[config.mk]
export PLATFORM = sky130hd
export DESIGN_NAME = vtss_core
export DESIGN_NICKNAME = d
export VERILOG_FILES = /design/src/rtl/vtss_pkg.sv /design/src/rtl/vtss_core.sv
export SDC_FILE = /design/constraint.sdc
export NUM_CORES = 1
export LEC_CHECK = 0
export ABC_AREA = 1
export BUFFER_PORTS_ARGS = -buffer_cell sky130_fd_sc_hd__buf_2
export CAP_MARGIN = 5
export CORE_MARGIN = 2
export CORE_UTILIZATION = 62
export CTS_BUF_LIST = sky130_fd_sc_hd__clkbuf_8 sky130_fd_sc_hd__clkbuf_16
export DETAILED_ROUTE_END_ITERATION = 7
export GPL_ROUTABILITY_DRIVEN = 0
export PLACE_DENSITY = 0.89
export SLEW_MARGIN = 20
export SYNTH_ARGS = -nofsm -noshare
export SYNTH_HDL_FRONTEND = slang
export SYNTH_SLANG_ARGS = --single-unit
[constraint.sdc]
create_clock -name aclk -period 23.3 [get_ports aclk]
set_input_delay 1.165 -clock aclk [delete_from_list [all_inputs] [get_ports aclk]]
set_output_delay 1.165 -clock aclk [all_outputs]
set_load 0.1 [all_outputs]
[src/rtl/vtss_pkg.sv]
// Shared types and constants for the valve time-slot sequencer.
package vtss_pkg;

    localparam int NUM_LEVEL_REGS = 6;
    localparam int VALVE_SLOTS    = 4;
    localparam int PCT_W          = 7;
    localparam int LT_W           = 28;
    localparam int PERIOD_W       = 16;
    localparam int SCALE_W        = 26;
    localparam int SCALE_FRAC     = 16;
    localparam int SUM_W          = 9;
    localparam int LEVEL_W        = 3;
    localparam int SLOT_W         = 2;
    localparam int APB_ADDR_W     = 5;
    localparam int APB_DATA_W     = 32;
    localparam int S_DATA_W       = 8;
    localparam int M_DATA_W       = 32;

    localparam logic [SUM_W-1:0]    PCT_FULL      = 9'd100;
    localparam logic [LT_W-1:0]     LT_RESET      = 28'd100;
    localparam logic [PERIOD_W-1:0] PERIOD_RESET  = 16'd1000;
    localparam logic [LEVEL_W-1:0]  LEVELS_RESET  = 3'd6;
    // Period scaled by 65536/100, rounded up, for a period of 1000 ticks.
    localparam logic [SCALE_W-1:0]  SCALE_RESET   = 26'd655360;
    localparam logic [9:0]          SCALE_INT     = 10'd655;
    localparam logic [4:0]          FRAC_NUM_MUL  = 5'd9;
    localparam logic [4:0]          FRAC_ROUND    = 5'd24;
    localparam logic [24:0]         REC25_MUL     = 25'd21474837;
    localparam int                  REC25_SHIFT   = 29;

    typedef enum logic [2:0] {
        REG_LT0    = 3'd0,
        REG_LT1    = 3'd1,
        REG_LT2    = 3'd2,
        REG_LT3    = 3'd3,
        REG_LT4    = 3'd4,
        REG_LT5    = 3'd5,
        REG_PERIOD = 3'd6,
        REG_LEVELS = 3'd7
    } vtss_reg_t;

    typedef struct packed {
        logic [NUM_LEVEL_REGS-1:0][LT_W-1:0] level_times;
        logic [SCALE_W-1:0]                  slot_scale;
        logic [LEVEL_W-1:0]                  level_count;
    } vtss_cfg_t;

endpackage

[src/rtl/vtss_core.sv]
// Tick pipeline: input register, sequencer state update and result register.
module vtss_core #(
    parameter int NUM_VALVES = 4,
    parameter int MAX_LEVELS = 6
) (
    input  logic                              aclk,
    input  logic                              aresetn,
    input  vtss_pkg::vtss_cfg_t               cfg,
    input  logic                              s_tvalid,
    output logic                              s_tready,
    input  logic                              s_tick,
    output logic                              m_tvalid,
    input  logic                              m_tready,
    output logic [vtss_pkg::M_DATA_W-1:0]     m_tdata
);

    localparam logic [vtss_pkg::SLOT_W-1:0]  SLOT_LAST  = vtss_pkg::SLOT_W'(NUM_VALVES - 1);
    localparam logic [vtss_pkg::LEVEL_W-1:0] LEVEL_LAST = vtss_pkg::LEVEL_W'(MAX_LEVELS - 1);
    localparam logic [vtss_pkg::LEVEL_W-1:0] LEVEL_MAX  = vtss_pkg::LEVEL_W'(MAX_LEVELS);

    logic                                   in_valid_reg;
    logic                                   tick_reg;
    logic                                   m_valid_reg;
    logic                                   adv;
    logic                                   fire;

    logic [vtss_pkg::VALVE_SLOTS-1:0]       valve_reg,    valve_next;
    logic [vtss_pkg::SLOT_W-1:0]            slot_reg,     slot_next;
    logic [vtss_pkg::LEVEL_W-1:0]           level_reg,    level_next;
    logic [vtss_pkg::PERIOD_W-1:0]          timer_reg,    timer_next;
    logic                                   in_cycle_reg, in_cycle_next;
    logic                                   stopped_reg,  stopped_next;
    logic                                   done_next;
    logic [vtss_pkg::M_DATA_W-1:0]          out_reg;

    logic                                   lvl_ok;
    logic [vtss_pkg::LT_W-1:0]              lt_sel;
    logic [vtss_pkg::VALVE_SLOTS-1:0][vtss_pkg::PCT_W-1:0] pct;
    logic [vtss_pkg::SUM_W-1:0]             pct_sum;
    logic [vtss_pkg::PCT_W-1:0]             pct_cur;
    logic [32:0]                            len_prod;
    logic [16:0]                            len_raw;
    logic [vtss_pkg::PERIOD_W-1:0]          slot_len;
    logic [vtss_pkg::LEVEL_W-1:0]           level_last;

    assign adv      = !m_valid_reg || m_tready;
    assign s_tready = !in_valid_reg || adv;
    assign fire     = in_valid_reg && adv;
    assign m_tvalid = m_valid_reg;
    assign m_tdata  = out_reg;

    assign lvl_ok = (level_reg < LEVEL_MAX)
                 && (level_reg < vtss_pkg::LEVEL_W'(vtss_pkg::NUM_LEVEL_REGS));
    assign lt_sel = lvl_ok ? cfg.level_times[level_reg] : '0;

    always_comb begin
        pct_sum = '0;
        for (int v = 0; v < vtss_pkg::VALVE_SLOTS; v++) begin
            pct[v]  = (v < NUM_VALVES) ? lt_sel[v*vtss_pkg::PCT_W +: vtss_pkg::PCT_W] : '0;
            pct_sum = pct_sum + vtss_pkg::SUM_W'(pct[v]);
        end
    end

    assign pct_cur  = pct[slot_reg];
    assign len_prod = 33'(pct_cur) * 33'(cfg.slot_scale);
    assign len_raw  = len_prod[32:vtss_pkg::SCALE_FRAC];

    always_comb begin
        if (len_raw == '0) begin
            slot_len = vtss_pkg::PERIOD_W'(1);
        end else if (len_raw[16]) begin
            slot_len = '1;
        end else begin
            slot_len = len_raw[vtss_pkg::PERIOD_W-1:0];
        end
    end

    always_comb begin
        if (cfg.level_count == '0) begin
            level_last = '0;
        end else if (cfg.level_count > LEVEL_MAX) begin
            level_last = LEVEL_LAST;
        end else begin
            level_last = cfg.level_count - vtss_pkg::LEVEL_W'(1);
        end
    end

    always_comb begin
        logic                          ok;
        logic                          slot_end;
        logic [vtss_pkg::PERIOD_W-1:0] timer_cur;

        ok            = 1'b1;
        slot_end      = 1'b0;
        timer_cur     = timer_reg;
        valve_next    = valve_reg;
        slot_next     = slot_reg;
        level_next    = level_reg;
        timer_next    = timer_reg;
        in_cycle_next = in_cycle_reg;
        stopped_next  = stopped_reg;
        done_next     = 1'b0;

        if (tick_reg && !stopped_reg) begin
            if (!in_cycle_reg) begin
                if (pct_sum != vtss_pkg::PCT_FULL) begin
                    stopped_next = 1'b1;
                    valve_next   = '0;
                    ok           = 1'b0;
                end else begin
                    in_cycle_next = 1'b1;
                end
            end

            if (ok) begin
                if (pct_cur == '0) begin
                    timer_next = '0;
                    slot_end   = 1'b1;
                end else begin
                    if (timer_reg == '0) begin
                        timer_cur  = slot_len;
                        valve_next = vtss_pkg::VALVE_SLOTS'(1) << slot_reg;
                    end
                    timer_next = timer_cur - vtss_pkg::PERIOD_W'(1);
                    slot_end   = (timer_cur == vtss_pkg::PERIOD_W'(1));
                end

                if (slot_end) begin
                    if (slot_reg >= SLOT_LAST) begin
                        slot_next     = '0;
                        in_cycle_next = 1'b0;
                        done_next     = 1'b1;
                        level_next    = (level_reg >= level_last) ? '0
                                      : level_reg + vtss_pkg::LEVEL_W'(1);
                    end else begin
                        slot_next = slot_reg + vtss_pkg::SLOT_W'(1);
                    end
                end
            end
        end
    end

    always_ff @(posedge aclk) begin
        if (!aresetn) begin
            in_valid_reg <= 1'b0;
            m_valid_reg  <= 1'b0;
            valve_reg    <= '0;
            slot_reg     <= '0;
            level_reg    <= '0;
            timer_reg    <= '0;
            in_cycle_reg <= 1'b0;
            stopped_reg  <= 1'b0;
        end else begin
            if (s_tready) begin
                in_valid_reg <= s_tvalid;
            end
            if (adv) begin
                m_valid_reg <= in_valid_reg;
            end
            if (fire) begin
                valve_reg    <= valve_next;
                slot_reg     <= slot_next;
                level_reg    <= level_next;
                timer_reg    <= timer_next;
                in_cycle_reg <= in_cycle_next;
                stopped_reg  <= stopped_next;
            end
        end
    end

    always_ff @(posedge aclk) begin
        if (s_tvalid && s_tready) begin
            tick_reg <= s_tick;
        end
        if (fire) begin
            out_reg <= {5'b0, done_next, stopped_next, timer_next, level_next,
                        slot_next, valve_next};
        end
    end

`ifndef NO_ASSERTIONS
    a_halt_sticks: assert property (@(posedge aclk) disable iff (!aresetn)
        stopped_reg |=> stopped_reg)
        else $error("Halt was released without a reset.");

    a_halt_closes: assert property (@(posedge aclk) disable iff (!aresetn)
        stopped_reg |-> (valve_reg == '0))
        else $error("A valve is open while halted.");

    a_one_valve: assert property (@(posedge aclk) disable iff (!aresetn)
        $onehot0(valve_reg))
        else $error("More than one valve is open.");

    a_done_wraps: assert property (@(posedge aclk) disable iff (!aresetn)
        (m_valid_reg && out_reg[26]) |-> (out_reg[5:4] == '0 && !out_reg[25]))
        else $error("Cycle end reported without the slot wrapping.");
`endif

endmodule

==> results of run 1 <==
-- layout make-up --
type,count,area (um2),area share
Antenna cell,5,12.5,0.000973
Inverter,296,1110,0.0864
Clock inverter,7,85.1,0.00661
Multi-Input combinational cell,1266,8500,0.661
Tap cell,229,287,0.0223
Clock buffer,9,225,0.0175
Sequential cell,57,1420,0.111
Timing Repair Buffer,239,1220,0.0947
-- worst min-delay path: cells and delay by family, from the launching register on --
kind | cells | cell delay [ns]
simple gates | 1 | 0.06
flops | 1 | 0.31
compound gates | 1 | 0.05
-- cells by family after synthesis --
logic type	count (synthesis)
buffers and inverters	361
XOR/XNOR	9
AO/OA/AOI/OAI	267
AND/OR/NAND/NOR	783
flip-flops	57
other	1
adder cells (fa/ha/maj)	202
-- synthesized netlist by cell type (11+ instances only) --
library cell               count  share of area
sky130_fd_sc_hd__fa_1        132           0.23
sky130_fd_sc_hd__ha_1         70          0.077
sky130_fd_sc_hd__o32ai_1      22          0.017
sky130_fd_sc_hd__nand2_1     308           0.10
sky130_fd_sc_hd__a21oi_1     105          0.046
sky130_fd_sc_hd__nand3_1      79          0.035
sky130_fd_sc_hd__nor2_1      307           0.10
sky130_fd_sc_hd__o21ai_1      12         0.0053
sky130_fd_sc_hd__buf_2        13         0.0057
sky130_fd_sc_hd__dfxtp_1      29          0.051
sky130_fd_sc_hd__nand2_2      14         0.0077
sky130_fd_sc_hd__nor3_1       11         0.0049
sky130_fd_sc_hd__clkbuf_1     39          0.013
sky130_fd_sc_hd__inv_1       286          0.095
sky130_fd_sc_hd__nor4_1       19          0.010
sky130_fd_sc_hd__o21ai_0      72          0.032
sky130_fd_sc_hd__edfxtp_1     28          0.074
-- how the worst max path moves through the flow --
| stage | startpoint | end | slack [ns] | depth (start not counted) |
|---|---|---|---|---|
| floorplan | cfg[44] | m_tdata[4] | 15.48 | 40 |
| global placement | cfg[123] | m_tdata[4] | 14.61 | 38 |
| detailed placement | cfg[123] | m_tdata[4] | 14.37 | 38 |
| CTS | level_reg[0] | m_tdata[4] | 14.44 | 38 |
| global route | level_reg[0] | m_tdata[4] | 13.65 | 38 |
| finish | level_reg[0] | m_tdata[4] | 14.22 | 38 |
-- routing by layer --
metal	wire length, um	share of wire
met1	12300	0.38
met2	16000	0.49
met3	2650	0.081
met4	1650	0.051
met5	0	0
-- per-stage QoR --
step           area [um2]   util  worst slack [ns]
6_report            12900  0.716             14.22
5_1_grt             12900  0.716             13.65
4_1_cts             12800  0.715             14.44
3_5_place_dp        12500  0.698             14.37
3_3_place_gp        12500  0.698             14.61
2_1_floorplan       11300      -             15.48
-- power breakdown --
part | switching (mW) | internal [mW]
Combinational | 1.16 | 0.647
Clock | 0.0445 | 0.0922
Sequential | 0.00372 | 0.112
==> flow_summary.html, run 1 <==
<table>
<tr><th>Metric</th><th>Value</th></tr>
<tr><th colspan="2">Synthesis</th></tr>
<tr><td>Xor and xnor area share after synthesis</td><td>0.00696</td></tr>
<tr><td>Count of flip-flops with a built-in enable after synthesis</td><td>28</td></tr>
<tr><td>Cell Area, Synth</td><td>roughly 0.011 mm2</td></tr>
<tr><td>Adder and majority cell fraction of the synthesized area</td><td>0.310</td></tr>
<tr><td>Post-synth ARST share</td><td>0</td></tr>
<tr><td>Mean post-synth cell area</td><td>6.75 um2</td></tr>
<tr><td>Mux cell area share after synthesis</td><td>0</td></tr>
<tr><td>Gate count after technology mapping</td><td>about 1700</td></tr>
<tr><td>Portion of the post-synthesis area used by sequential elements</td><td>0.125</td></tr>
<tr><td>Number of warnings issued by yosys</td><td>0</td></tr>
<tr><td>Number of synthesized register bits</td><td>57</td></tr>
<tr><td>Area fraction in and, or, nand and nor cells after synthesis</td><td>0.292</td></tr>
<tr><td>Number of distinct library cells after synthesis</td><td>50</td></tr>
<tr><td>Most used flip-flop cell after synthesis</td><td>sky130_fd_sc_hd__dfxtp_1</td></tr>
<tr><td>Compound-cell area share of the yosys netlist</td><td>0.139</td></tr>
<tr><td>Combinational family with the most area after synthesis</td><td>adder cells</td></tr>
<tr><th colspan="2">Layout</th></tr>
<tr><td>Post-route non-filler standard cell count</td><td>~2100</td></tr>
<tr><td>Net count reported at finish</td><td>approximately 2300</td></tr>
<tr><td>Number of flip-flops in the largest register</td><td>27</td></tr>
<tr><td>Area added between synthesis and finish</td><td>13.5%</td></tr>
<tr><td>Ratio of cells with drive above 1 in the final layout</td><td>0.156</td></tr>
<tr><td>Most frequent standard cell in the layout excluding fill and tap cells</td><td>sky130_fd_sc_hd__nand2_1</td></tr>
<tr><td>Highest-count cells in the layout ignoring fill and taps</td><td>sky130_fd_sc_hd__nand2_1 (308), sky130_fd_sc_hd__nor2_1 (307), sky130_fd_sc_hd__inv_1 (286)</td></tr>
<tr><td>Filler cells</td><td>1461</td></tr>
<tr><th colspan="2">Drt</th></tr>
<tr><td>Remaining antenna violation count after routing</td><td>0</td></tr>
<tr><td>DRT iter0 DRCs</td><td>981</td></tr>
<tr><td>Detailed-routing iteration count for the pre-antenna-repair pass</td><td>6</td></tr>
<tr><td>WL per Instance</td><td>between 15 and 20 um</td></tr>
<tr><td>DRT Wirelength</td><td>32700 um</td></tr>
<tr><td>Vias per Instance</td><td>between 5 and 6</td></tr>
<tr><td>Via total after detailed routing</td><td>~12000</td></tr>
<tr><td>Number of remaining DRC errors</td><td>0</td></tr>
<tr><th colspan="2">Min path</th></tr>
<tr><td>Worst hold start</td><td>valve_reg[0]</td></tr>
<tr><td>Min-Delay Path Depth</td><td>2</td></tr>
<tr><td>Worst min-delay path endpoint</td><td>valve_reg[0]</td></tr>
<tr><td>Worst hold-check path type</td><td>flop to flop</td></tr>
<tr><th colspan="2">Setup path</th></tr>
<tr><td>Data arrival at the endpoint of the critical path</td><td>~9.1 ns</td></tr>
<tr><td>Setup slack, reg-to-reg</td><td>around 14 ns</td></tr>
<tr><td>Worst Reg-to-Reg Cells</td><td>38</td></tr>
<tr><td>Startpoint-to-endpoint class of the critical path</td><td>flop to flop</td></tr>
<tr><td>Most repeated library cell on the critical path</td><td>sky130_fd_sc_hd__nand2_1</td></tr>
<tr><td>Largest incremental delay on the critical path</td><td>0.69 ns</td></tr>
<tr><td>Max Fanout on Critical Path</td><td>between 90 and 100</td></tr>
<tr><td>Crit path capture type</td><td>flop</td></tr>
<tr><td>Startpoint types</td><td>flop</td></tr>
<tr><td>Worst path required time</td><td>23.36 ns</td></tr>
<tr><td>Crit path max-delay family</td><td>adder cells</td></tr>
<tr><td>Reg2reg end</td><td>m_tdata[4]</td></tr>
<tr><td>Slowest cell on the critical path</td><td>sky130_fd_sc_hd__buf_4</td></tr>
<tr><td>Reg2Reg Launch Point</td><td>level_reg[0]</td></tr>
<tr><td>CP bufs+invs</td><td>7</td></tr>
<tr><th colspan="2">Clocking</th></tr>
<tr><td>TritonCTS clock tree</td><td>yes</td></tr>
<tr><td>Maximum root-to-sink buffer count</td><td>2</td></tr>
<tr><td>Number of buffers added to fix hold violations after cts</td><td>0</td></tr>
<tr><td>Num CTS Buffers</td><td>9</td></tr>
<tr><td>Clock slew at reported path FFs</td><td>0.05 ns</td></tr>
<tr><td>Clk sinks</td><td>57</td></tr>
<tr><td>Count of cells resized by post-cts repair</td><td>0</td></tr>
<tr><td>CTS H-tree lvls</td><td>3</td></tr>
<tr><td>Cell at the root of the clock tree</td><td>sky130_fd_sc_hd__clkbuf_16</td></tr>
<tr><td>Worst-skew pair later-pin latency</td><td>about 0.33 ns</td></tr>
<tr><td>Number of buffers added for setup after CTS</td><td>0</td></tr>
<tr><th colspan="2">STA</th></tr>
<tr><td>Worst rel slew slack</td><td>0.353</td></tr>
<tr><td>Upper clock frequency limit</td><td>roughly 110 MHz</td></tr>
<tr><td>Post-route minimum period</td><td>about 9.1 ns</td></tr>
<tr><td>Setup repair after global routing missed its margin</td><td>no</td></tr>
<tr><td>Final hold slack</td><td>0.479 ns</td></tr>
<tr><td>Part of the cycle the worst path needs</td><td>0.390</td></tr>
<tr><td>Final-report hold violation count</td><td>0</td></tr>
<tr><td>Final setup violating endpoints</td><td>0</td></tr>
<tr><td>Post-route setup TNS</td><td>0 ns</td></tr>
<tr><td>Worst Tran Pin Value</td><td>between 0.9 and 1 ns</td></tr>
<tr><td>Final Skew</td><td>slightly below 0.007 ns</td></tr>
<tr><td>Max-slew violation count</td><td>0</td></tr>
<tr><th colspan="2">Global route</th></tr>
<tr><td>Busiest layer in global routing</td><td>met2</td></tr>
<tr><td>Sum of overflow across all layers after global routing</td><td>0</td></tr>
<tr><td>Met2 Resource Use GR</td><td>0.578</td></tr>
<tr><td>Met1 Resource Use GR</td><td>0.423</td></tr>
<tr><td>First-pass GRT wire length</td><td>approximately 54000 um</td></tr>
<tr><td>Gr usage total</td><td>0.338</td></tr>
<tr><td>Vias in the first global route</td><td>between 10000 and 15000</td></tr>
<tr><td>Pin count of the biggest net entering global routing</td><td>97</td></tr>
<tr><td>M3 GR Usage</td><td>0.0376</td></tr>
<tr><td>Initial antenna violation count</td><td>5</td></tr>
<tr><th colspan="2">Floorplanning</th></tr>
<tr><td>Initial cell density of the core</td><td>0.631</td></tr>
<tr><td>Full die area</td><td>0.0194 mm2</td></tr>
<tr><td>Chip height</td><td>139 um</td></tr>
<tr><td>Core Footprint</td><td>between 0.015 and 0.02 mm2</td></tr>
<tr><td>Number of top-level pins</td><td>approximately 240</td></tr>
<tr><td>Die boundary width</td><td>139 um</td></tr>
<tr><td>Site row count</td><td>49</td></tr>
<tr><th colspan="2">Pwr</th></tr>
<tr><td>Power per cell area</td><td>roughly 160 mW/mm2</td></tr>
<tr><td>Maximum vdd drop</td><td>approximately 0.13 mV</td></tr>
<tr><td>Power Total</td><td>2.06 mW</td></tr>
<tr><td>Leakage</td><td>about 7 nW</td></tr>
<tr><th colspan="2">Placement</th></tr>
<tr><td>DP Wirelength</td><td>roughly 26000 um</td></tr>
<tr><td>Cells after DPL</td><td>~2100</td></tr>
<tr><td>Buffers on Ports</td><td>230</td></tr>
<tr><th colspan="2">Run status</th></tr>
<tr><td>Run status</td><td>completed</td></tr>
<tr><th colspan="2">Run</th></tr>
<tr><td>Max_cap viols</td><td>0</td></tr>
</table>
Power figures use the tool's default switching activity.
==> inputs of run 2 (changes only) <==
- CORE_UTILIZATION: 62 -> 52
- PLACE_DENSITY: 0.89 -> 0.79
- clock period: 23.3 -> 8 ns (I/O delays scaled with it)
==> run 2 against run 1 <==
Via count up 0.27%. Flip-flop and latch count stayed put. Die area up 19%. Critical endpoint is now m_tdata[6]. Largest cell class unchanged.
==> flow_summary.html, run 2 (synthesized netlist as in run 1, its figures left out) <==
<table>
<tr><th>Metric</th><th>Value</th></tr>
<tr><th colspan="2">Run</th></tr>
<tr><td>Max_cap viols</td><td>0 (unchanged)</td></tr>
<tr><th colspan="2">STA</th></tr>
<tr><td>Final WS setup</td><td>0.423 ns (-13.80 ns)</td></tr>
<tr><td>Max-slew violation count</td><td>0 (unchanged)</td></tr>
<tr><td>Post-route setup TNS</td><td>0 ns (unchanged)</td></tr>
<tr><td>Final-report hold violation count</td><td>0 (unchanged)</td></tr>
<tr><td>Upper clock frequency limit</td><td>132 MHz (+20%)</td></tr>
<tr><td>Final setup violating endpoints</td><td>0 (unchanged)</td></tr>
<tr><td>Worst rel slew slack</td><td>0.396 (+0.0429)</td></tr>
<tr><td>Worst Tran Pin Value</td><td>0.903 ns (-0.0641 ns)</td></tr>
<tr><td>Part of the cycle the worst path needs</td><td>0.947 (+0.557)</td></tr>
<tr><td>Final Skew</td><td>0.0136 ns (+0.00672 ns)</td></tr>
<tr><td>Post-route minimum period</td><td>7.58 ns (-1.50 ns)</td></tr>
<tr><th colspan="2">Setup path</th></tr>
<tr><td>Worst path required time</td><td>8.07 ns (-15.29 ns)</td></tr>
<tr><td>Startpoint types</td><td>flop</td></tr>
<tr><td>Data arrival at the endpoint of the critical path</td><td>7.65 ns (-1.49 ns)</td></tr>
<tr><td>Startpoint-to-endpoint class of the critical path</td><td>flop to flop</td></tr>
<tr><td>Worst Reg-to-Reg Cells</td><td>41 (+7.9%)</td></tr>
<tr><td>Largest incremental delay on the critical path</td><td>0.51 ns (-0.18 ns)</td></tr>
<tr><td>Crit path capture type</td><td>flop</td></tr>
<tr><td>Reg2Reg Launch Point</td><td>level_reg[0]</td></tr>
<tr><td>Reg2reg end</td><td>m_tdata[6]</td></tr>
<tr><td>Max Fanout on Critical Path</td><td>30 (-69%)</td></tr>
<tr><td>Slowest cell on the critical path</td><td>sky130_fd_sc_hd__fa_1</td></tr>
<tr><td>Timing startpoint of the critical path</td><td>level_reg[0]</td></tr>
<tr><td>Destination of the critical timing path</td><td>m_tdata[6]</td></tr>
<tr><td>Setup slack, reg-to-reg</td><td>0.42 ns (-13.80 ns)</td></tr>
<tr><th colspan="2">Floorplanning</th></tr>
<tr><td>Chip height</td><td>152 um (+8.9%)</td></tr>
<tr><td>Number of top-level pins</td><td>236 (unchanged)</td></tr>
<tr><td>Core Footprint</td><td>0.0216 mm2 (+20%)</td></tr>
<tr><td>Site row count</td><td>54 (+10%)</td></tr>
<tr><td>Die boundary width</td><td>152 um (+8.9%)</td></tr>
<tr><td>Full die area</td><td>0.0230 mm2 (+19%)</td></tr>
<tr><td>Initial cell density of the core</td><td>0.524 (-0.107)</td></tr>
<tr><th colspan="2">Pwr</th></tr>
<tr><td>Leakage</td><td>7.14 nW (+2.4%)</td></tr>
<tr><td>Power per cell area</td><td>463 mW/mm2 (+190%)</td></tr>
<tr><td>Maximum vdd drop</td><td>0.326 mV (+150%)</td></tr>
<tr><th colspan="2">Clocking</th></tr>
<tr><td>Number of buffers added to fix hold violations after cts</td><td>0 (unchanged)</td></tr>
<tr><td>Num CTS Buffers</td><td>9 (unchanged)</td></tr>
<tr><td>Maximum root-to-sink buffer count</td><td>2 (unchanged)</td></tr>
<tr><td>Clk sinks</td><td>57 (unchanged)</td></tr>
<tr><td>CTS H-tree lvls</td><td>3 (unchanged)</td></tr>
<tr><td>TritonCTS clock tree</td><td>yes</td></tr>
<tr><td>Cell at the root of the clock tree</td><td>sky130_fd_sc_hd__clkbuf_16</td></tr>
<tr><td>Worst-skew pair later-pin latency</td><td>0.33 ns (about the same)</td></tr>
<tr><td>Clock slew at reported path FFs</td><td>0.05 ns (about the same)</td></tr>
<tr><th colspan="2">Drt</th></tr>
<tr><td>Number of remaining DRC errors</td><td>0 (unchanged)</td></tr>
<tr><td>DRT Wirelength</td><td>34000 um (+4.3%)</td></tr>
<tr><td>DRT iter0 DRCs</td><td>823 (-16%)</td></tr>
<tr><td>Via total after detailed routing</td><td>12000 (+0.27%)</td></tr>
<tr><td>Remaining antenna violation count after routing</td><td>0 (unchanged)</td></tr>
<tr><td>WL per Instance</td><td>15.6 um (+0.54%)</td></tr>
<tr><td>Detailed-routing iteration count for the pre-antenna-repair pass</td><td>7 (+1)</td></tr>
<tr><td>Vias per Instance</td><td>5.49 (-3.3%)</td></tr>
<tr><th colspan="2">Layout</th></tr>
<tr><td>Final Cell Area</td><td>0.0134 mm2 (+4.0%)</td></tr>
<tr><td>Net count reported at finish</td><td>2301 (+1.2%)</td></tr>
<tr><td>Number of flip-flops in the largest register</td><td>27 (unchanged)</td></tr>
<tr><td>Post-route non-filler standard cell count</td><td>2186 (+3.7%)</td></tr>
<tr><td>Highest-count cells in the layout ignoring fill and taps</td><td>sky130_fd_sc_hd__nand2_1 (306), sky130_fd_sc_hd__nor2_1 (302), sky130_fd_sc_hd__inv_1 (281)</td></tr>
<tr><td>Ratio of cells with drive above 1 in the final layout</td><td>0.186 (+0.0303)</td></tr>
<tr><td>Filler cells</td><td>1983 (+36%)</td></tr>
<tr><td>Most frequent standard cell in the layout excluding fill and tap cells</td><td>sky130_fd_sc_hd__nand2_1</td></tr>
<tr><td>Area added between synthesis and finish</td><td>18.1%</td></tr>
<tr><td>Core utilization of the finished layout</td><td>0.619 (-0.0972)</td></tr>
<tr><th colspan="2">Run status</th></tr>
<tr><td>Run status</td><td>completed</td></tr>
<tr><th colspan="2">Placement</th></tr>
<tr><td>Instance area after placement</td><td>0.0128 mm2 (+1.7%)</td></tr>
<tr><td>Buffers on Ports</td><td>230 (unchanged)</td></tr>
<tr><td>Pre-CTS setup slack</td><td>0.143 ns (-14.23 ns)</td></tr>
<tr><td>Cells after DPL</td><td>2153 (+3.2%)</td></tr>
<tr><td>DP Wirelength</td><td>27200 um (+3.8%)</td></tr>
<tr><th colspan="2">Global route</th></tr>
<tr><td>Vias in the first global route</td><td>11600 (-1.2%)</td></tr>
<tr><td>Pin count of the biggest net entering global routing</td><td>79 (-19%)</td></tr>
<tr><td>Met2 Resource Use GR</td><td>0.526 (-0.0519)</td></tr>
<tr><td>First-pass GRT wire length</td><td>54500 um (+0.31%)</td></tr>
<tr><td>Sum of overflow across all layers after global routing</td><td>0 (unchanged)</td></tr>
<tr><td>M3 GR Usage</td><td>0.0422 (+0.00458)</td></tr>
<tr><td>Met1 Resource Use GR</td><td>0.353 (-0.0696)</td></tr>
<tr><td>Initial antenna violation count</td><td>4 (-1)</td></tr>
<tr><td>Gr usage total</td><td>0.297 (-0.0413)</td></tr>
<tr><td>Busiest layer in global routing</td><td>met2</td></tr>
<tr><th colspan="2">Min path</th></tr>
<tr><td>Worst hold-check path type</td><td>input port to flop</td></tr>
<tr><td>Worst hold start</td><td>s_tick</td></tr>
</table>
[run 2: cell types whose count changed in the layout (fill, tap and decap cells not counted), moves of 5 or more]
cell / delta
sky130_fd_sc_hd__inv_1: -5
sky130_fd_sc_hd__a21oi_1: -14
sky130_fd_sc_hd__nor2_2: +5
sky130_fd_sc_hd__nor2_1: -5
sky130_fd_sc_hd__buf_4: +18
sky130_fd_sc_hd__buf_12: +5
sky130_fd_sc_hd__clkinvlp_4: +6
sky130_fd_sc_hd__a21oi_2: +14
[run 2: timing repair]
action / 4_1_cts / 5_1_grt
setup endpoints to repair: 0 / 39
buffers inserted: 0 / 11
gates resized for setup: 0 / 50
[run 2: cell type report]
class | instances | area [um2] | share of cell area
clock buffers | 10 | 239 | 0.0179
well taps | 280 | 350 | 0.0262
inverters | 296 | 1140 | 0.0856
diodes | 4 | 10.0 | 0.000748
flip-flops and latches | 57 | 1430 | 0.107
repair buffers | 267 | 1540 | 0.115
clock inverters | 6 | 51.3 | 0.00383
multi-input cells | 1266 | 8620 | 0.644
[run 2: report_power, final]
part           internal, mW  switching (mW)  leakage, nW
combinational          1.98            3.51         6.48
sequential            0.326         0.00851        0.509
clock                 0.244           0.126        0.152
[run 2: worst min path at each step]
stage / endpoint / slack, ns / depth (start not counted)
CTS: tick_reg / 0.25 / 1
floorplan: stopped_reg / 0.45 / 2
global placement: stopped_reg / 0.46 / 2
detailed placement: stopped_reg / 0.48 / 2
finish: tick_reg / 0.26 / 1
global route: tick_reg / 0.25 / 1
[run 2: stage by stage]
| step | power [mW] | hold slack [ns] |
|---|---|---|
| final | 6.19 | 0.262 |
| after global routing | 6.95 | 0.253 |
| after CTS | 5.92 | 0.253 |
| after detailed placement | 5.51 | 0.477 |
| after global placement | 5.40 | 0.461 |
| after floorplan | 4.33 | 0.451 |
[run 2: metal layers]
layer | share of wire | wire length [um]
met1 | 0.39 | 13300
met2 | 0.50 | 16900
met3 | 0.068 | 2310
met4 | 0.046 | 1570
met5 | 0 | 0
[run 2: critical path: cells and delay by family, from the launching register on]
kind	cells	cell delay [ns]
flip-flops	1	0.45
AO/OA/AOI/OAI	12	1.92
buffers and inverters	10	1.32
AND/OR/NAND/NOR	13	1.29
adder cells (fa/ha/maj)	6	2.30
==> inputs of run 3 (changes only) <==
- CORE_UTILIZATION: 52 -> 58
- PLACE_DENSITY: 0.79 -> 0.84
- clock period: 8 -> 7.5 ns (I/O delays scaled with it)
==> run 3 against run 2 <==
Non-clock buffer count grew 22. The flow now finishes with violations (DRC). Cell count is 0.41% higher. Worst hold slack lost 0.033 ns. Combinational power grew 15%. Via count increased by 3.1%.
==> flow_summary.html, run 3 (synthesized netlist as in run 1, its figures left out) <==
<table>
<tr><th>Metric</th><th>Value</th></tr>
<tr><th colspan="2">Run status</th></tr>
<tr><td>Run status</td><td>finished, violations left</td></tr>
<tr><td>Failing checks</td><td>DRC</td></tr>
<tr><th colspan="2">Setup path</th></tr>
<tr><td>Worst path required time</td><td>7.58 ns (-0.49 ns)</td></tr>
<tr><td>Slowest cell on the critical path</td><td>sky130_fd_sc_hd__fa_1</td></tr>
<tr><td>Setup slack, reg-to-reg</td><td>0.11 ns (-0.32 ns)</td></tr>
<tr><td>Crit path capture type</td><td>flop</td></tr>
<tr><td>Startpoint types</td><td>flop</td></tr>
<tr><td>Max Fanout on Critical Path</td><td>22 (-27%)</td></tr>
<tr><td>Startpoint-to-endpoint class of the critical path</td><td>flop to flop</td></tr>
<tr><td>Most repeated library cell on the critical path</td><td>sky130_fd_sc_hd__inv_1</td></tr>
<tr><td>Largest incremental delay on the critical path</td><td>0.53 ns (+0.02 ns)</td></tr>
<tr><td>Data arrival at the endpoint of the critical path</td><td>7.47 ns (-0.18 ns)</td></tr>
<tr><th colspan="2">Floorplanning</th></tr>
<tr><td>Full die area</td><td>0.0207 mm2 (-10%)</td></tr>
<tr><td>Chip height</td><td>144 um (-5.2%)</td></tr>
<tr><td>Number of top-level pins</td><td>236 (unchanged)</td></tr>
<tr><td>Core Footprint</td><td>0.0193 mm2 (-11%)</td></tr>
<tr><td>Site row count</td><td>51 (-5.6%)</td></tr>
<tr><td>Initial cell density of the core</td><td>0.586 (+0.0620)</td></tr>
<tr><td>Die boundary width</td><td>144 um (-5.2%)</td></tr>
<tr><th colspan="2">Layout</th></tr>
<tr><td>Post-route non-filler standard cell count</td><td>2195 (+0.41%)</td></tr>
<tr><td>Number of flip-flops in the largest register</td><td>27 (unchanged)</td></tr>
<tr><td>Most frequent standard cell in the layout excluding fill and tap cells</td><td>sky130_fd_sc_hd__nand2_1</td></tr>
<tr><td>Highest-count cells in the layout ignoring fill and taps</td><td>sky130_fd_sc_hd__nand2_1 (304), sky130_fd_sc_hd__nor2_1 (291), sky130_fd_sc_hd__inv_1 (284)</td></tr>
<tr><td>Ratio of cells with drive above 1 in the final layout</td><td>0.221 (+0.0352)</td></tr>
<tr><td>Final Cell Area</td><td>0.0138 mm2 (+3.4%)</td></tr>
<tr><td>Area added between synthesis and finish</td><td>22.0%</td></tr>
<tr><td>Net count reported at finish</td><td>2324 (+1.0%)</td></tr>
<tr><td>Filler cells</td><td>1595 (-20%)</td></tr>
<tr><th colspan="2">Drt</th></tr>
<tr><td>Top layer in use</td><td>met5</td></tr>
<tr><td>Vias per Instance</td><td>5.64 (+2.7%)</td></tr>
<tr><td>Number of remaining DRC errors</td><td>14 (+14)</td></tr>
<tr><td>Detailed route wirelength on metal3</td><td>3020 um (+31%)</td></tr>
<tr><td>DRT iter0 DRCs</td><td>1074 (+30%)</td></tr>
<tr><td>WL per Instance</td><td>16.1 um (+3.3%)</td></tr>
<tr><td>Via total after detailed routing</td><td>12400 (+3.1%)</td></tr>
<tr><td>Met2 wire len</td><td>17300 um (+2.3%)</td></tr>
<tr><td>WL met1</td><td>12900 um (-2.8%)</td></tr>
<tr><td>Remaining antenna violation count after routing</td><td>0 (unchanged)</td></tr>
<tr><td>Detailed-routing iteration count for the pre-antenna-repair pass</td><td>8 (+1)</td></tr>
<tr><td>DRT Wirelength</td><td>35300 um (+3.8%)</td></tr>
<tr><th colspan="2">STA</th></tr>
<tr><td>Final setup violating endpoints</td><td>0 (unchanged)</td></tr>
<tr><td>Post-route minimum period</td><td>7.39 ns (-0.185 ns)</td></tr>
<tr><td>Worst Tran Pin Value</td><td>0.782 ns (-0.121 ns)</td></tr>
<tr><td>Worst rel slew slack</td><td>0.475 (+0.0794)</td></tr>
<tr><td>Final Skew</td><td>0.00589 ns (-0.00770 ns)</td></tr>
<tr><td>Upper clock frequency limit</td><td>135 MHz (+2.5%)</td></tr>
<tr><td>Part of the cycle the worst path needs</td><td>0.986 (+0.0385)</td></tr>
<tr><td>Final WS setup</td><td>0.108 ns (-0.315 ns)</td></tr>
<tr><td>Setup repair after global routing missed its margin</td><td>yes</td></tr>
<tr><td>Final-report hold violation count</td><td>0 (unchanged)</td></tr>
<tr><td>Max-slew violation count</td><td>0 (unchanged)</td></tr>
<tr><th colspan="2">Pwr</th></tr>
<tr><td>Maximum vdd drop</td><td>0.412 mV (+27%)</td></tr>
<tr><td>Power per cell area</td><td>505 mW/mm2 (+9.2%)</td></tr>
<tr><td>Leakage</td><td>7.34 nW (+2.8%)</td></tr>
<tr><th colspan="2">Clocking</th></tr>
<tr><td>Maximum root-to-sink buffer count</td><td>2 (unchanged)</td></tr>
<tr><td>Clock slew at reported path FFs</td><td>0.05 ns (about the same)</td></tr>
<tr><td>TritonCTS clock tree</td><td>yes</td></tr>
<tr><td>Number of buffers added to fix hold violations after cts</td><td>0 (unchanged)</td></tr>
<tr><td>Num CTS Buffers</td><td>9 (unchanged)</td></tr>
<tr><td>Clk sinks</td><td>57 (unchanged)</td></tr>
<tr><td>Cell at the root of the clock tree</td><td>sky130_fd_sc_hd__clkbuf_16</td></tr>
<tr><td>CTS H-tree lvls</td><td>3 (unchanged)</td></tr>
<tr><td>Worst-skew pair later-pin latency</td><td>0.32 ns (about the same)</td></tr>
<tr><th colspan="2">Global route</th></tr>
<tr><td>Pin count of the biggest net entering global routing</td><td>44 (-44%)</td></tr>
<tr><td>Initial antenna violation count</td><td>6 (+2)</td></tr>
<tr><td>Sum of overflow across all layers after global routing</td><td>0 (unchanged)</td></tr>
<tr><td>Gr usage total</td><td>0.326 (+0.0287)</td></tr>
<tr><td>First-pass GRT wire length</td><td>54100 um (-0.77%)</td></tr>
<tr><td>Vias in the first global route</td><td>11900 (+2.3%)</td></tr>
<tr><th colspan="2">Placement</th></tr>
<tr><td>Buffers on Ports</td><td>230 (unchanged)</td></tr>
<tr><td>Cells after DPL</td><td>2153 (unchanged)</td></tr>
<tr><td>Instance area after placement</td><td>0.0129 mm2 (+1.2%)</td></tr>
<tr><td>DP Wirelength</td><td>27000 um (-0.48%)</td></tr>
<tr><td>Pre-CTS setup slack</td><td>0.00836 ns (-0.134 ns)</td></tr>
<tr><th colspan="2">Min path</th></tr>
<tr><td>Worst hold-check path type</td><td>input port to flop</td></tr>
<tr><th colspan="2">Run</th></tr>
<tr><td>Max_cap viols</td><td>0 (unchanged)</td></tr>
</table>
==> run 3: cell types whose count changed in the layout (fill, tap and decap cells not counted), sizes merged <==
cell and delta:
nand2 +1, diode +1, clkinvlp -3, inv +5, bufinv -1, buf +20, clkbuf +1
==> run 3: repair_timing <==
action / in CTS / in global routing
cloned: 0 / 5
setup buffers: 0 / 16
pin swaps: 0 / 23
gates resized for setup: 4 / 104
endpoints found under the setup margin: 4 / 38
==> run 3: layout make-up <==
cell class | instances | area, um2 | area share
clock buffers | 9 | 225 | 0.0163
clock inverters | 7 | 30.0 | 0.00217
flip-flops and latches | 57 | 1430 | 0.103
well taps | 265 | 332 | 0.0240
inverters | 296 | 1130 | 0.0816
diodes | 5 | 12.5 | 0.000905
repair buffers | 289 | 1800 | 0.130
multi-input cells | 1267 | 8880 | 0.642
==> run 3: stage by stage <==
stage | total power [mW] | util | hold WS [ns] | setup TNS (ns)
floorplan | 4.62 | - | 0.451 | 0
global placement | 5.81 | 0.668 | 0.462 | 0
detailed placement | 5.95 | 0.668 | 0.479 | 0
CTS | 6.34 | 0.682 | 0.225 | 0
global route | 7.71 | 0.715 | 0.221 | -3.07
finish | 6.99 | 0.715 | 0.229 | 0
==> run 3: routing by layer <==
layer	vias to the layer above	global-route usage
met1	5711	0.387
met5	-	0
li1	5790	-
met3	176	0.0540
met4	2	0.183
met2	698	0.560
==> run 3: report_power, final <==
group	total, mW	internal [mW]	switching [mW]
registers	0.357	0.348	0.00833
logic	6.29	2.34	3.95
clock network	0.345	0.216	0.130
total	6.99	2.90	4.09
==> run 3: critical path: cells and delay by family, from the launching register on <==
| kind | cells | cell delay [ns] |
|---|---|---|
| fa+ha+maj | 6 | 2.49 |
| simple gates | 16 | 1.93 |
| buf+inv | 10 | 1.09 |
| compound gates | 6 | 0.94 |
| flops | 1 | 0.37 |
| xor+xnor | 1 | 0.31 |
==> run 3: final timing paths <==
path           startpoint            to  cells past startpoint
max          level_reg[0]    m_tdata[8]                     39
min                s_tick      tick_reg                      1
max reg2reg  level_reg[0]    m_tdata[8]                     39
min reg2reg  valve_reg[0]  valve_reg[0]                      2
